File: src/bavg_pkg.sv
// Package for the block-averaging converter accumulator.
// Widths, limits, divider request/response structs and the sequencer state type.
// No dependencies.
`default_nettype none
package bavg_pkg;

	localparam int SAMPLE_W  = 10;
	localparam int LEN_W     = 11;
	localparam int SUM_W     = 21;
	localparam int CNT_W     = 11;
	localparam int Q8_W      = 18;
	localparam int TEN_W     = 14;
	localparam int NUM_W     = 16;

	localparam logic [LEN_W-1:0] MAX_BLOCK = LEN_W'(2000);

	// divider: quotient bits, divisor bits, dividend = both together
	localparam int QUO_W  = 18;
	localparam int DIVS_W = CNT_W + 1;
	localparam int DIVD_W = DIVS_W + QUO_W;
	localparam int ITER_W = 5;

	localparam logic [ITER_W-1:0] Q8_ITERS  = ITER_W'(Q8_W);
	localparam logic [ITER_W-1:0] TEN_ITERS = ITER_W'(TEN_W);

	typedef struct packed {
		logic              start;
		logic [DIVD_W-1:0] dividend;
		logic [DIVS_W-1:0] divisor;
		logic [ITER_W-1:0] iters;
	} div_req_t;

	typedef struct packed {
		logic             done;
		logic [QUO_W-1:0] quotient;
	} div_rsp_t;

	typedef enum logic [3:0] {
		ST_IDLE = 4'b0001,
		ST_Q8   = 4'b0010,
		ST_TEN  = 4'b0100,
		ST_OUT  = 4'b1000
	} seq_state_t;

endpackage
`default_nettype wire

File: src/bavg_if.sv
// Valid/ready channel interfaces: sample input and averaged result output.
// Depends on bavg_pkg for field widths.
`default_nettype none
interface bavg_in_if;
	logic                           valid;
	logic                           ready;
	logic [bavg_pkg::SAMPLE_W-1:0] sample;

	modport source (output valid, output sample, input ready);
	modport sink   (input valid, input sample, output ready);
endinterface

interface bavg_out_if;
	logic                        valid;
	logic                        ready;
	logic [bavg_pkg::SUM_W-1:0] block_sum;
	logic [bavg_pkg::CNT_W-1:0] block_count;
	logic [bavg_pkg::Q8_W-1:0]  mean_q8;
	logic [bavg_pkg::TEN_W-1:0] mean_tenths;
	logic [bavg_pkg::NUM_W-1:0] result_number;

	modport source (output valid, output block_sum, output block_count, output mean_q8,
		output mean_tenths, output result_number, input ready);
	modport sink   (input valid, input block_sum, input block_count, input mean_q8,
		input mean_tenths, input result_number, output ready);
endinterface
`default_nettype wire

File: src/bavg_div.sv
// Shared restoring divider, one quotient bit per cycle.
// Depends on bavg_pkg (div_req_t, div_rsp_t, widths).
`default_nettype none
module bavg_div (
	input  wire logic               clk,
	input  wire logic               arst_n,
	input  wire bavg_pkg::div_req_t req,
	output bavg_pkg::div_rsp_t      rsp
);
	localparam int QW = bavg_pkg::QUO_W;
	localparam int SW = bavg_pkg::DIVS_W;

	logic [SW-1:0]               rem_q;
	logic [QW-1:0]               low_q;
	logic [QW-1:0]               quo_q;
	logic [SW-1:0]               dvs_q;
	logic [bavg_pkg::ITER_W-1:0] cnt_q;
	logic                        done_q;

	logic [SW:0]   trial;
	logic [SW:0]   diff;
	logic          qbit;
	logic [SW-1:0] rem_nxt;

	// partial remainder stays below divisor; caller guarantees the top bits start below it
	always_comb begin
		trial   = {rem_q, low_q[QW-1]};
		diff    = trial - {1'b0, dvs_q};
		qbit    = (trial >= {1'b0, dvs_q});
		rem_nxt = qbit ? diff[SW-1:0] : trial[SW-1:0];
	end

	always_ff @(posedge clk or negedge arst_n) begin
		if (!arst_n) begin
			cnt_q  <= '0;
			done_q <= 1'b0;
		end else begin
			done_q <= 1'b0;
			if (req.start) begin
				cnt_q <= req.iters;
			end else if (cnt_q != '0) begin
				cnt_q <= cnt_q - 1'b1;
				if (cnt_q == bavg_pkg::ITER_W'(1)) begin
					done_q <= 1'b1;
				end
			end
		end
	end

	always_ff @(posedge clk) begin
		if (req.start) begin
			rem_q <= req.dividend[bavg_pkg::DIVD_W-1:QW];
			low_q <= req.dividend[QW-1:0];
			dvs_q <= req.divisor;
			quo_q <= '0;
		end else if (cnt_q != '0) begin
			rem_q <= rem_nxt;
			low_q <= {low_q[QW-2:0], 1'b0};
			quo_q <= {quo_q[QW-2:0], qbit};
		end
	end

	assign rsp.done     = done_q;
	assign rsp.quotient = quo_q;

endmodule
`default_nettype wire

File: src/block_averaging_adc_accumulator_top.sv
// Top level of the block-averaging converter accumulator (boxcar accumulate and dump).
// Depends on bavg_pkg, bavg_in_if / bavg_out_if and bavg_div.
//
//  channel   dir  handshake        payload
//  samples   in   valid/ready      sample[9:0]
//  results   out  valid/ready      block_sum, block_count, mean_q8, mean_tenths, result_number
//  cfg       in   cfg_we (no wait) cfg_wdata[10:0] = block_length
//
// A sample that does not close a block is taken while ready stays high.
// The sample that closes a block holds ready low while the one shared divider runs
// 18 steps for the Q.8 mean and then 14 for the tenths mean, and until the result is
// loaded into the output register, which waits while that register is still full.
// A finished result sits in the output register, so new samples are taken while
// it waits. Reset (arst_n, async) sets the block length to 1 and clears the sums;
// a write of cfg in the idle state (ready high) clears the running sum, count and result number.
`default_nettype none
module block_averaging_adc_accumulator_top (
	input  wire logic                        clk,
	input  wire logic                        arst_n,
	bavg_in_if.sink                          samples,
	bavg_out_if.source                       results,
	input  wire logic                        cfg_we,
	input  wire logic [bavg_pkg::LEN_W-1:0] cfg_wdata
);
	localparam int SUMW = bavg_pkg::SUM_W;
	localparam int CNTW = bavg_pkg::CNT_W;
	localparam int DW   = bavg_pkg::DIVD_W;

	bavg_pkg::seq_state_t state_q;

	logic [CNTW-1:0]               eff_len_q;   // clamped block length
	logic [SUMW-1:0]               sum_q;
	logic [CNTW-1:0]               count_q;
	logic [bavg_pkg::NUM_W-1:0]    num_q;

	// finished block, held while the divider runs
	logic [SUMW-1:0]               blk_sum_q;
	logic [CNTW-1:0]               blk_cnt_q;
	logic [bavg_pkg::Q8_W-1:0]     q8_q;
	logic [bavg_pkg::TEN_W-1:0]    ten_q;

	// output register
	logic                          out_valid_q;
	logic [SUMW-1:0]               out_sum_q;
	logic [CNTW-1:0]               out_cnt_q;
	logic [bavg_pkg::Q8_W-1:0]     out_q8_q;
	logic [bavg_pkg::TEN_W-1:0]    out_ten_q;
	logic [bavg_pkg::NUM_W-1:0]    out_num_q;

	bavg_pkg::div_req_t div_req;
	bavg_pkg::div_rsp_t div_rsp;

	logic            accept;
	logic [SUMW-1:0] sum_nxt;
	logic [CNTW-1:0] cnt_nxt;
	logic            closes;
	logic            out_free;
	logic [CNTW-1:0] len_clamped;
	logic [DW-1:0]   q8_dividend;
	logic [25:0]     ten_num;       // 20*sum + cnt, below 2^26
	logic [DW-1:0]   ten_dividend;

	assign accept   = samples.valid && samples.ready;
	assign sum_nxt  = sum_q + SUMW'(samples.sample);
	assign cnt_nxt  = count_q + 1'b1;
	assign closes   = (cnt_nxt >= eff_len_q);
	assign out_free = !out_valid_q || results.ready;

	always_comb begin
		if (cfg_wdata == '0) begin
			len_clamped = CNTW'(1);
		end else if (cfg_wdata > bavg_pkg::MAX_BLOCK) begin
			len_clamped = bavg_pkg::MAX_BLOCK;
		end else begin
			len_clamped = cfg_wdata;
		end
	end

	// round half up: (2*sum*k + cnt) / (2*cnt)
	assign q8_dividend  = {sum_nxt, 9'b0} + DW'(cnt_nxt);
	assign ten_num      = {1'b0, blk_sum_q, 4'b0} + {3'b0, blk_sum_q, 2'b0} + 26'(blk_cnt_q);
	// left-aligned so the divider's top bits start as the partial remainder
	assign ten_dividend = {ten_num, 4'b0};

	always_comb begin
		div_req.start    = 1'b0;
		div_req.dividend = q8_dividend;
		div_req.divisor  = {cnt_nxt, 1'b0};
		div_req.iters    = bavg_pkg::Q8_ITERS;
		unique case (state_q)
			bavg_pkg::ST_IDLE: begin
				div_req.start = accept && closes;
			end
			bavg_pkg::ST_Q8: begin
				div_req.start    = div_rsp.done;
				div_req.dividend = ten_dividend;
				div_req.divisor  = {blk_cnt_q, 1'b0};
				div_req.iters    = bavg_pkg::TEN_ITERS;
			end
			bavg_pkg::ST_TEN: ;
			bavg_pkg::ST_OUT: ;
			default: ;
		endcase
	end

	bavg_div u_div (
		.clk    (clk),
		.arst_n (arst_n),
		.req    (div_req),
		.rsp    (div_rsp)
	);

	assign samples.ready = (state_q == bavg_pkg::ST_IDLE);

	always_ff @(posedge clk or negedge arst_n) begin
		if (!arst_n) begin
			state_q     <= bavg_pkg::ST_IDLE;
			eff_len_q   <= CNTW'(1);
			sum_q       <= '0;
			count_q     <= '0;
			num_q       <= '0;
			out_valid_q <= 1'b0;
		end else begin
			// load wins over drain; a taken beat frees the register
			if (state_q == bavg_pkg::ST_OUT && out_free) begin
				out_valid_q <= 1'b1;
			end else if (results.ready) begin
				out_valid_q <= 1'b0;
			end
			unique case (state_q)
				bavg_pkg::ST_IDLE: begin
					if (cfg_we) begin
						eff_len_q <= len_clamped;
						sum_q     <= '0;
						count_q   <= '0;
						num_q     <= '0;
					end else if (accept) begin
						if (closes) begin
							sum_q   <= '0;
							count_q <= '0;
							num_q   <= num_q + 1'b1;
							state_q <= bavg_pkg::ST_Q8;
						end else begin
							sum_q   <= sum_nxt;
							count_q <= cnt_nxt;
						end
					end
				end
				bavg_pkg::ST_Q8: begin
					if (div_rsp.done) begin
						state_q <= bavg_pkg::ST_TEN;
					end
				end
				bavg_pkg::ST_TEN: begin
					if (div_rsp.done) begin
						state_q <= bavg_pkg::ST_OUT;
					end
				end
				bavg_pkg::ST_OUT: begin
					if (out_free) begin
						state_q <= bavg_pkg::ST_IDLE;
					end
				end
				default: state_q <= bavg_pkg::ST_IDLE;
			endcase
		end
	end

	// payload registers
	always_ff @(posedge clk) begin
		if (state_q == bavg_pkg::ST_IDLE && accept && closes) begin
			blk_sum_q <= sum_nxt;
			blk_cnt_q <= cnt_nxt;
		end
		if (state_q == bavg_pkg::ST_Q8 && div_rsp.done) begin
			q8_q <= div_rsp.quotient;
		end
		if (state_q == bavg_pkg::ST_TEN && div_rsp.done) begin
			ten_q <= div_rsp.quotient[bavg_pkg::TEN_W-1:0];
		end
		if (state_q == bavg_pkg::ST_OUT && out_free) begin
			out_sum_q <= blk_sum_q;
			out_cnt_q <= blk_cnt_q;
			out_q8_q  <= q8_q;
			out_ten_q <= ten_q;
			out_num_q <= num_q;
		end
	end

	assign results.valid         = out_valid_q;
	assign results.block_sum     = out_sum_q;
	assign results.block_count   = out_cnt_q;
	assign results.mean_q8       = out_q8_q;
	assign results.mean_tenths   = out_ten_q;
	assign results.result_number = out_num_q;

endmodule
`default_nettype wire
File: src/flat_wrapper.sv
// flat-port wrapper written by rule: the top's interface ports become plain ports
module block_averaging_adc_accumulator_top_flat 
  (clk, arst_n, cfg_we, cfg_wdata, samples_valid, samples_sample, samples_ready, results_valid, results_block_sum, results_block_count, results_mean_q8, results_mean_tenths, results_result_number, results_ready);
  bavg_in_if samples_i ();
  bavg_out_if results_i ();
  input  wire logic clk;
  input  wire logic arst_n;
  input  wire logic cfg_we;
  input  wire logic [bavg_pkg::LEN_W-1:0] cfg_wdata;
  input wire logic [$bits(samples_i.valid)-1:0] samples_valid;
  input wire logic [$bits(samples_i.sample)-1:0] samples_sample;
  output wire logic [$bits(samples_i.ready)-1:0] samples_ready;
  output wire logic [$bits(results_i.valid)-1:0] results_valid;
  output wire logic [$bits(results_i.block_sum)-1:0] results_block_sum;
  output wire logic [$bits(results_i.block_count)-1:0] results_block_count;
  output wire logic [$bits(results_i.mean_q8)-1:0] results_mean_q8;
  output wire logic [$bits(results_i.mean_tenths)-1:0] results_mean_tenths;
  output wire logic [$bits(results_i.result_number)-1:0] results_result_number;
  input wire logic [$bits(results_i.ready)-1:0] results_ready;
  assign samples_i.valid = samples_valid;
  assign samples_i.sample = samples_sample;
  assign samples_ready = samples_i.ready;
  assign results_valid = results_i.valid;
  assign results_block_sum = results_i.block_sum;
  assign results_block_count = results_i.block_count;
  assign results_mean_q8 = results_i.mean_q8;
  assign results_mean_tenths = results_i.mean_tenths;
  assign results_result_number = results_i.result_number;
  assign results_i.ready = results_ready;
  block_averaging_adc_accumulator_top u_core (.clk(clk), .arst_n(arst_n), .samples(samples_i), .results(results_i), .cfg_we(cfg_we), .cfg_wdata(cfg_wdata));
endmodule
File: config.mk
export PLATFORM = sky130hd
export DESIGN_NAME = block_averaging_adc_accumulator_top_flat
export DESIGN_NICKNAME = d
export VERILOG_FILES = /design/src/bavg_pkg.sv /design/src/bavg_if.sv /design/src/bavg_div.sv /design/src/block_averaging_adc_accumulator_top.sv /design/src/flat_wrapper.sv
export SDC_FILE = /design/constraint.sdc
export NUM_CORES = 1
export LEC_CHECK = 0
export ABC_AREA = 1
export BUFFER_PORTS_ARGS = -buffer_cell sky130_fd_sc_hd__clkbuf_2
export CAP_MARGIN = 0
export CORE_ASPECT_RATIO = 2
export CORE_MARGIN = 4
export CORE_UTILIZATION = 66
export CTS_CLUSTER_DIAMETER = 150
export DETAILED_ROUTE_END_ITERATION = 7
export GPL_TIMING_DRIVEN = 0
export PLACE_DENSITY_LB_ADDON = 0.25
export SLEW_MARGIN = 30
export SYNTH_ARGS = -nofsm -noshare
export SYNTH_HDL_FRONTEND = slang
export SYNTH_HIERARCHICAL = 1
export SYNTH_SLANG_ARGS = --single-unit
export TNS_END_PERCENT = 5
File: constraint.sdc
create_clock -name clk -period 8.65 [get_ports clk]
set_input_delay 1.2975 -clock clk [delete_from_list [all_inputs] [get_ports clk]]
set_output_delay 1.2975 -clock clk [all_outputs]
set_load 0.03 [all_outputs]
==> results of run 1 <==
-- worst reg2reg max path, stage by stage (launching register included) --
cell,delay [ps]
dfrtp_1,460
inv_1,140
nor3_1,270
nand2_1,150
nor3_1,300
nand2_1,110
xor2_1,290
inv_1,160
ha_1,330
nand2_1,80
nor2_1,160
nand2_1,80
o211ai_1,90
a31oi_1,60
nand2_1,180
nand2_1,200
o21ai_2,330
clkbuf_1,520
nor2_1,200
inv_2,210
buf_2,300
buf_12,240
-- metal layers --
metal  vias to the layer above  global-route usage  wire (µm)
li1                       5450                   -          -
met1                      5407              0.3016      12180
met5                         -                   0          0
met4                         0              0.1789       2390
met2                       470              0.5629      19880
met3                       152             0.02894       1701
-- how the worst min path moves through the flow --
stage | startpoint | end | slack [ps] | cells after the start
after global routing | u_core/q8_q[5]$_DFFE_PP_ | u_core/results.mean_q8[5]$_DFFE_PP_ | 420 | 0
final | u_core/q8_q[16]$_DFFE_PP_ | u_core/results.mean_q8[16]$_DFFE_PP_ | 420 | 0
after global placement | u_core/ten_q[11]$_DFFE_PP_ | u_core/results.mean_tenths[11]$_DFFE_PP_ | 400 | 0
after floorplan | u_core/q8_q[0]$_DFFE_PP_ | u_core/results.mean_q8[0]$_DFFE_PP_ | 400 | 0
after CTS | u_core/q8_q[16]$_DFFE_PP_ | u_core/results.mean_q8[16]$_DFFE_PP_ | 420 | 0
after detailed placement | u_core/q8_q[11]$_DFFE_PP_ | u_core/results.mean_q8[11]$_DFFE_PP_ | 400 | 0
-- state kept, by name, indices dropped and copies added (netlist names), 4 cells and up --
register,cells
u_core/count_q,11
u_core/results.result_number,16
u_core/u_div/cnt_q,5
u_core/results.block_sum,21
u_core/blk_sum_q,21
u_core/blk_cnt_q,11
u_core/ten_q,14
u_core/u_div/rem_q,12
u_core/q8_q,18
u_core/state_q,4
u_core/u_div/quo_q,18
u_core/eff_len_q,11
u_core/results.mean_q8,18
u_core/u_div/dvs_q,12
u_core/results.mean_tenths,14
u_core/u_div/low_q,18
u_core/num_q,16
u_core/sum_q,21
u_core/results.block_count,11
-- report_power, final --
| part | switching, µW | leakage (µW) | internal [µW] | total, µW |
|---|---|---|---|---|
| Combinational | 868 | 0.00414 | 452 | 1320 |
| Sequential | 125 | 0.00283 | 1660 | 1780 |
| Clock | 474 | 0.000371 | 591 | 1060 |
| Total | 1470 | 0.00734 | 2700 | 4170 |
-- per-stage QoR --
stage | instances | util
after floorplan | 1558 | -
after global placement | 1938 | 0.7102
after detailed placement | 1943 | 0.7167
after CTS | 1985 | 0.7521
after global routing | 1985 | 0.7521
final | 1985 | 0.7521
-- cell families after synthesis --
| logic type | after synthesis |
|---|---|
| adders and majority gates | 86 |
| and+or+nand+nor | 696 |
| buffers and inverters | 254 |
| xor gates and xnor gates | 41 |
| DFF | 274 |
| AOI/OAI and AO/OA | 204 |
| other | 2 |
-- synthesized netlist by cell type (3+ instances only) --
cell type,n,area (µm²)
a21oi_1,48,240.2
a31oi_1,4,25.02
buf_1,3,11.26
buf_2,5,25.02
buf_4,3,22.52
clkbuf_1,19,71.32
clkinv_1,3,11.26
dfrtp_1,68,1702
dfxtp_1,18,360.4
edfxtp_1,186,5585
fa_1,11,220.2
ha_1,75,938.4
inv_1,201,754.5
inv_2,19,71.32
nand2_1,419,1573
nand2_2,12,75.07
nand2_4,3,33.78
nand3_1,82,410.4
nand3_2,8,80.08
nand3_4,3,52.55
nand4_1,28,175.2
nor2_1,90,337.8
nor2_2,10,62.56
nor2_4,5,56.30
nor3_1,19,95.09
nor3_2,3,30.03
nor4_1,6,37.54
o211ai_1,3,22.52
o21ai_0,87,435.4
o21ai_1,14,70.07
o21bai_1,4,30.03
o22ai_1,33,206.5
or2_2,3,18.77
xnor2_1,12,105.1
xor2_1,27,236.5
-- layout make-up --
cell class                      count  area [µm²]  area share
Multi-Input combinational cell   1030        5783      0.3562
Sequential cell                   274        7700      0.4743
Buffer                             31       151.4    0.009325
Clock inverter                     16       167.7     0.01033
Tap cell                          273       341.6     0.02104
Timing Repair Buffer              112       658.1     0.04054
Inverter                          223       837.1     0.05156
Clock buffer                       26       596.8     0.03676
==> out/metrics.cfg, run 1 <==
[clock_tree]
cts_tree = built
post_cts_buffers = 0
cts-resized-gates = 0
holdBufCountCts = 0
clkSinkCount = 274
htree_num_levels = 1
clk_transition_reported_paths_ps = 70
clock_latency_ps = 540
cts-root-buf = clkbuf_16
numCtsBuffers = 23
cts_buffer_depth = 3

[drt]
drt_iter0_drc = 866
ant_nets = 0
dr.pass1.iters = 6
via_per_inst = 5.783
routed_wl_mm = 36.14
routedWlPerCell_um = 18.21
via_count = 11480
drc = 0

[worst_setup_path]
worst_path_max_delay_cell = clkbuf_1
cp_max_fo = 30
endpoint = u_core/u_div/rem_q[6]$_DFFE_PP_
path_cells = inv_1, nor3_1, nand2_1, nor3_1, nand2_1, xor2_1, inv_1, ha_1, nand2_1, nor2_1, nand2_1, o211ai_1, a31oi_1, nand2_1, nand2_1, o21ai_2, clkbuf_1, nor2_1, inv_2, buf_2, buf_12
cp-startpoint = u_core/count_q[0]$_DFFE_PN0P_
critPathTopFamily = simple AND/OR/NAND/NOR gates
crit_type = reg -> reg
required_ps = 8880
ff2ff_setup_slack_ps = 3450
timing.critical_path.buf_inv = 6
reg2reg_from = u_core/count_q[0]$_DFFE_PN0P_
crit_path_start_kind = register
critical-path-max-stage-delay_ps = 510
cp_data_arrival_time_ps = 5430
worst-r2r-cell-count = 21
crit_path_end_kind = register
cpMostUsedCell = nand2_1
rr_endpoint = u_core/u_div/rem_q[6]$_DFFE_PP_
worst-path-stages = 21

[yosys]
ys_ff_latch = 274
syn_area_um2 = 14450
synth_warnings = 6
synth_cell_types = 52
synth_edf_count = 186
synth_top_family_by_area = simple AND/OR/NAND/NOR gates
synth.avg_cell_area_um2 = 9.281
synth_flop_cell = edfxtp_1
synthSimpleGateAreaFrac = 0.2133
synth_xor_area_frac = 0.02667
ys_async_sr_fraction = 0.2555
synthMuxAreaShare = 0
synthAdderAreaFrac = 0.08018
synthCells = 1557
ys_seq_area_frac = 0.5329
synth_compound_area_frac = 0.07819

[floorplan]
rows = 76
core_area_um2 = 21590
initial_core_util = 0.6694
die_h_um = 217.3
die_x_um = 112.6
die_area_um2 = 24470
ioPinCount = 108

[grt]
grt_first_pass_wirelength_mm = 57.21
antenna_found_initial = 0
grt_max_degree = 71
grtUsageTotal = 0.2951
grt_pass1_vias = 11670
grt_remaining_overflow = 0

[finish]
layout_common_cells = nand2_1 (419), inv_1 (200), edfxtp_1 (186)
fillers = 1526
final_common_cell = nand2_1
layout-drive-gt1-share = 0.1373
diodes = 0
final_cell_area_um2 = 16240
area_growth_pct = 12.36
final_nets = 1807

[placed_design]
pre_cts_slack_ps = 3749
place.port_buffers = 107
gp_congestion = 0.9593
dpl.hpwl_mm = 27.40
place_area_um2 = 15470

[sta]
clock_skew_ps = 15.25
fin_setup_tns_ps = 0
clock.fmax_ghz = 0.1923
slew_violations = 0
hold_viol = 0
setup-violations-final = 0
period_share = 0.6012
worstMarginPinSlew_ps = 804.0
rsz0062_at_grt = no
holdWs_ps = 419.3
fin_ws_ps = 3449
min_period_ps = 5201
slew_headroom = 0.4634

[flow_run]
maxCapViolCount = 0

[power_and_ir_drop]
finalPower_uw = 4166
leakagePower_uw = 0.007336
ir_drop_mv = 0.1939
p_per_area_nw_per_um2 = 256.6

[hold_path]
min_path_type = reg -> reg

[outcome]
status = finished clean

Note: power is estimated with default switching activity, not from simulation.
==> run 2: changes to the inputs <==
CORE_UTILIZATION = 55   (was 66)
clock period = 4.65 ns   (was 8.65 ns; I/O delays follow)
==> run 2 against run 1 <==
Net effect:
- design area increased by 0.59%
- clock power increased by 80%
- wire length increased by 2.3%
- largest cell class unchanged
- largest power group unchanged
==> out/metrics.cfg, run 2 (synthesis gave the netlist of run 1 again) <==
[outcome]
status = finished clean

[sta]
period_share = 0.9256
holdWs_ps = 169.8
setup-violations-final = 0
fin_setup_tns_ps = 0
slew_violations = 0
rsz0062_at_grt = no
min_period_ps = 4304
slew_headroom = 0.4346
worstMarginPinSlew_ps = 847.2
clock.fmax_ghz = 0.2323
hold_viol = 0
clock_skew_ps = 23.00

[clock_tree]
clkSinkCount = 274
cts_buffer_depth = 3
post_cts_buffers = 0
clk_transition_reported_paths_ps = 70
htree_num_levels = 1
numCtsBuffers = 24
cts_tree = built
holdBufCountCts = 0
clock_latency_ps = 540
cts-root-buf = clkbuf_16

[power_and_ir_drop]
ir_drop_mv = 0.3282
combPwrFrac = 0.321
p_per_area_nw_per_um2 = 468.5
seqPwrFrac = 0.430
p_sw_uw = 2700
pwr-share-clk = 0.249
swShare = 0.3529
leakagePower_uw = 0.007340
p_int_uw = 4951

[floorplan]
initial_core_util = 0.5611
ioPinCount = 108
die_h_um = 237.2
rows = 83
die_area_um2 = 29090
die_x_um = 122.6
core_area_um2 = 25750

[placed_design]
dp.cells = 2011
place.port_buffers = 107
gp_congestion = 0.9600
dpl.hpwl_mm = 29.26

[grt]
grt_pass1_vias = 11540
grt_max_degree = 71
grt_first_pass_wirelength_mm = 58.04
grtUsageTotal = 0.2583
grt_remaining_overflow = 0
antenna_found_initial = 0

[worst_setup_path]
crit_type = reg -> reg
path_cells = ha_1, nand2_1, nor2_1, inv_1, nor2_1, inv_1, nor2_1, nand3_1, xor2_2, ha_1, a21oi_1, o211ai_1, a31oi_1, nand2_1, nand2_1, o21ai_2, buf_6, nor2_1, inv_2, buf_4, buf_16
cp_max_fo = 22
crit_path_start_kind = register
cpMostUsedCell = nor2_1
worst-r2r-cell-count = 21
required_ps = 4930
cp_data_arrival_time_ps = 4580
critical-path-max-stage-delay_ps = 460
crit_path_end_kind = register
worst_path_max_delay_cell = dfrtp_1

[finish]
final_nets = 1808
area_growth_pct = 13.01
fin_cells = 2054
diodes = 0
final_common_cell = nand2_1
fillers = 2189
layout_common_cells = nand2_1 (419), inv_1 (200), edfxtp_1 (186)
layout-drive-gt1-share = 0.1394

[drt]
via_per_inst = 5.450
drc = 0
dr.pass1.iters = 5
routedWlPerCell_um = 18.00
drt_iter0_drc = 713
via_count = 11200
ant_nets = 0
routed_wl_mm = 36.98

[flow_run]
maxCapViolCount = 0

[hold_path]
min_path_type = in -> async

## run 2: cell count changes in the layout (fill, tap and decap cells not counted), sizes merged
cell	change
inv	+2
bufinv	-3
clkbuf	+3
clkinv	-1
buf	+1
## run 2: per-stage QoR
| step | utilization | power, µW | cell area (µm²) | worst slack (ps) |
|---|---|---|---|---|
| final | 0.6341 | 7651 | 16330 | 346.1 |
| after detailed placement | 0.6047 | 5765 | 15570 | -188.5 |
| after global placement | 0.5988 | 5675 | 15420 | -1772 |
| after floorplan | - | 5093 | 14460 | -40.43 |
| after CTS | 0.6336 | 7686 | 16320 | 297.8 |
| after global routing | 0.6341 | 8125 | 16330 | 52.65 |
## run 2: what timing repair did
action	CTS	global route
endpoints found under the setup margin	22	22
resized for setup	1	2
hold endpoints to repair	0	0
## run 2: layout make-up
class,instances,area (µm²),share of cell area
inverters,223,837.1,0.05126
flip-flops and latches,274,7700,0.4715
repair buffers,113,676.9,0.04145
plain buffers,30,150.1,0.009194
multi-input cells,1030,5796,0.3549
well taps,340,425.4,0.02605
clock inverters,14,81.33,0.004980
clock buffers,30,664.4,0.04068
## run 2: final timing paths
kind | start | end | slack (ps)
worst max-delay path | u_core/count_q[0]$_DFFE_PN0P_ | u_core/u_div/rem_q[4]$_DFFE_PP_ | 350
worst min-delay path | arst_n | u_core/num_q[15]$_DFFE_PN0P_ | 170
worst max register to register | u_core/count_q[0]$_DFFE_PN0P_ | u_core/u_div/rem_q[4]$_DFFE_PP_ | 350
worst min register to register | u_core/ten_q[0]$_DFFE_PP_ | u_core/results.mean_tenths[0]$_DFFE_PP_ | 420
max in group asynchronous | arst_n | u_core/u_div/cnt_q[0]$_DFFE_PN0P_ | 4030
min in group clk | results_ready | u_core/results.valid$_DFFE_PN0P_ | 380
## run 2: critical path: cells and delay by family, from the launching register on
kind	cells	cell delay (ps)
xor gates and xnor gates	1	320
buffers and inverters	6	940
and+or+nand+nor	8	1250
DFF	1	460
AOI/OAI and AO/OA	4	520
adders and majority gates	2	540
## run 2: layer usage
| layer | vias up | track usage | part of all wire |
|---|---|---|---|
| met3 | 139 | 0.03095 | 0.043 |
| met1 | 5247 | 0.2415 | 0.32 |
| met5 | - | 0 | 0 |
| met2 | 358 | 0.4993 | 0.55 |
| li1 | 5451 | - | - |
| met4 | 0 | 0.1785 | 0.080 |
## run 2: power groups by stage
stage / clock [µW] / sequential (µW) / combinational [µW]
after floorplan: 0 / 3270 / 1820
after global placement: 0 / 3320 / 2350
after detailed placement: 0 / 3340 / 2430
after CTS: 1950 / 3290 / 2450
after global routing: 2050 / 3320 / 2750
final: 1910 / 3290 / 2450
==> run 3: changes to the inputs <==
BUFFER_PORTS_ARGS = unset   (was -buffer_cell sky130_fd_sc_hd__clkbuf_2)
CORE_MARGIN = 5   (was 4)
CORE_UTILIZATION = 58   (was 55)
DONT_BUFFER_PORTS = 1   (was unset)
==> run 3 against run 2 <==
Net effect:
- register-to-register slack hardly changed
- critical path type unchanged
- die area is 2.5% lower
- clock skew grew 11 ps
- highest routed layer unchanged
==> out/metrics.cfg, run 3 (synthesis gave the netlist of run 1 again) <==
[outcome]
status = finished clean

[finish]
diodes = 0
fin_cells = 1940
final_common_cell = nand2_1
final_nets = 1702
fillers = 2065
layout_common_cells = nand2_1 (419), inv_1 (200), edfxtp_1 (186)
layout-drive-gt1-share = 0.08706
area_growth_pct = 9.542

[placed_design]
place.port_buffers = 0
gp_congestion = 0.9142
dp.cells = 1895
dpl.hpwl_mm = 27.29

[floorplan]
die_h_um = 233.2
core_area_um2 = 24530
die_x_um = 121.6
rows = 81
ioPinCount = 108
die_area_um2 = 28360
initial_core_util = 0.5892

[clock_tree]
cts_tree = built
htree_num_levels = 1
numCtsBuffers = 24
clkSinkCount = 274
clk_transition_reported_paths_ps = 70
cts_buffer_depth = 3
cts-root-buf = clkbuf_16
clock_latency_ps = 560
post_cts_buffers = 0

[power_and_ir_drop]
seqPwrFrac = 0.429
p_sw_uw = 2704
p_per_area_nw_per_um2 = 483.5
p_int_uw = 4949
ir_drop_mv = 0.3072
leakagePower_uw = 0.006909
pwr-share-clk = 0.255
swShare = 0.3533
combPwrFrac = 0.316

[sta]
worstMarginPinSlew_ps = 804.8
hold_viol = 0
slew_headroom = 0.4629
fin_setup_tns_ps = 0
setup-violations-final = 0
clock.fmax_ghz = 0.2319
rsz0062_at_grt = no
clock_skew_ps = 34.29
period_share = 0.9272
slew_violations = 0
min_period_ps = 4311

[drt]
via_per_inst = 5.464
via_count = 10600
drc = 0
routed_wl_mm = 34.97
dr.pass1.iters = 7
drt_iter0_drc = 598
routedWlPerCell_um = 18.02
ant_nets = 0

[worst_setup_path]
cp_max_fo = 25
crit_path_start_kind = register
required_ps = 4930
crit_path_end_kind = register
crit_type = reg -> reg
rr_endpoint = u_core/u_div/rem_q[8]$_DFFE_PP_
ff2ff_setup_slack_ps = 340
worst-r2r-cell-count = 23
cp_data_arrival_time_ps = 4590
reg2reg_from = u_core/count_q[0]$_DFFE_PN0P_

[grt]
busiest_layer = met2
grt_pass1_vias = 10800
grt_first_pass_wirelength_mm = 54.74
grt_remaining_overflow = 0
gr-usage-met3 = 0.03295
grt_use_met2 = 0.4790
grtUsageTotal = 0.2486
antenna_found_initial = 0
grtUsageMet1 = 0.2482
grt_max_degree = 71

[flow_run]
maxCapViolCount = 0

[hold_path]
min_path_type = in -> async

[run 3: cell count changes in the layout (fill, tap and decap cells not counted), moves of 3 or more]
cell and delta:
clkbuf_2 -106, clkinv_1 -5, clkinv_2 +3, clkinv_4 +3, clkinvlp_4 +3
[run 3: layout make-up]
| cell class | instances | area [µm²] | area share |
|---|---|---|---|
| clock inverter | 18 | 152.6 | 0.009644 |
| sequential | 274 | 7700 | 0.4864 |
| buffer | 31 | 161.4 | 0.01020 |
| inverter | 223 | 837.1 | 0.05288 |
| timing repair buffer | 6 | 141.4 | 0.008932 |
| clock buffer | 26 | 618.1 | 0.03905 |
| tap | 332 | 415.4 | 0.02624 |
| multi-input combinational | 1030 | 5803 | 0.3666 |
[run 3: worst max-delay path, stage by stage (launching register included)]
cell,delay (ps)
dfrtp_1,440
ha_1,200
nand2_1,80
nor2_1,90
inv_1,50
nor2_1,80
inv_1,60
nor2_1,170
nand3_1,140
xor2_2,300
ha_1,320
nand2_1,90
nor2_1,60
nand2_1,60
o211ai_1,70
a31oi_1,140
nand2_1,160
nand2_1,250
o21ai_4,190
buf_4,250
nor2_1,270
inv_2,170
buf_6,190
buf_12,170
[run 3: power groups by stage]
stage	clock, µW	combinational, µW	sequential (µW)
finish	1950	2420	3280
global route	2100	2720	3320
detailed placement	0	2380	3330
floorplan	0	1820	3270
global placement	0	2320	3320
CTS	1990	2410	3280
[run 3: what timing repair did]
action                                  in CTS  in global routing
hold buffers                                 1                  0
gates resized for setup                      3                  5
endpoints found under the setup margin      41                 58
endpoints found under the hold margin       70                  0
[run 3: worst max path at each step]
stage / endpoint / from / slack, ps
after global placement: u_core/results.block_sum[9]$_DFFE_PP_ / u_core/state_q[1]$_DFFE_PN0P_ / -1500
after CTS: u_core/u_div/rem_q[8]$_DFFE_PP_ / u_core/count_q[0]$_DFFE_PN0P_ / 50
final: u_core/u_div/rem_q[8]$_DFFE_PP_ / u_core/count_q[0]$_DFFE_PN0P_ / 340
after floorplan: u_core/results.block_count[0]$_DFFE_PP_ / u_core/state_q[1]$_DFFE_PN0P_ / -40
after global routing: u_core/u_div/quo_q[7]$_SDFFE_PP0P_ / u_core/count_q[0]$_DFFE_PN0P_ / 20
after detailed placement: u_core/u_div/rem_q[11]$_DFFE_PP_ / u_core/count_q[0]$_DFFE_PN0P_ / -240
[run 3: stage by stage]
| stage | hold WS (ps) | total power, µW | worst slack (ps) | util | area (µm²) |
|---|---|---|---|---|---|
| 2_1_floorplan | 400.3 | 5093 | -40.43 | - | 14460 |
| 3_3_place_gp | 401.6 | 5640 | -1502 | 0.6065 | 14880 |
| 3_5_place_dp | 404.8 | 5705 | -238.7 | 0.6116 | 15000 |
| 4_1_cts | 32.41 | 7688 | 45.52 | 0.6444 | 15810 |
| 5_1_grt | 44.85 | 8138 | 21.53 | 0.6454 | 15830 |
| 6_report | 25.50 | 7654 | 338.6 | 0.6454 | 15830 |
[run 3: layer usage]
| layer | wire length (µm) | part of all wire |
|---|---|---|
| met1 | 12120 | 0.35 |
| met2 | 19410 | 0.56 |
| met3 | 1233 | 0.035 |
| met4 | 2201 | 0.063 |
| met5 | 0 | 0 |
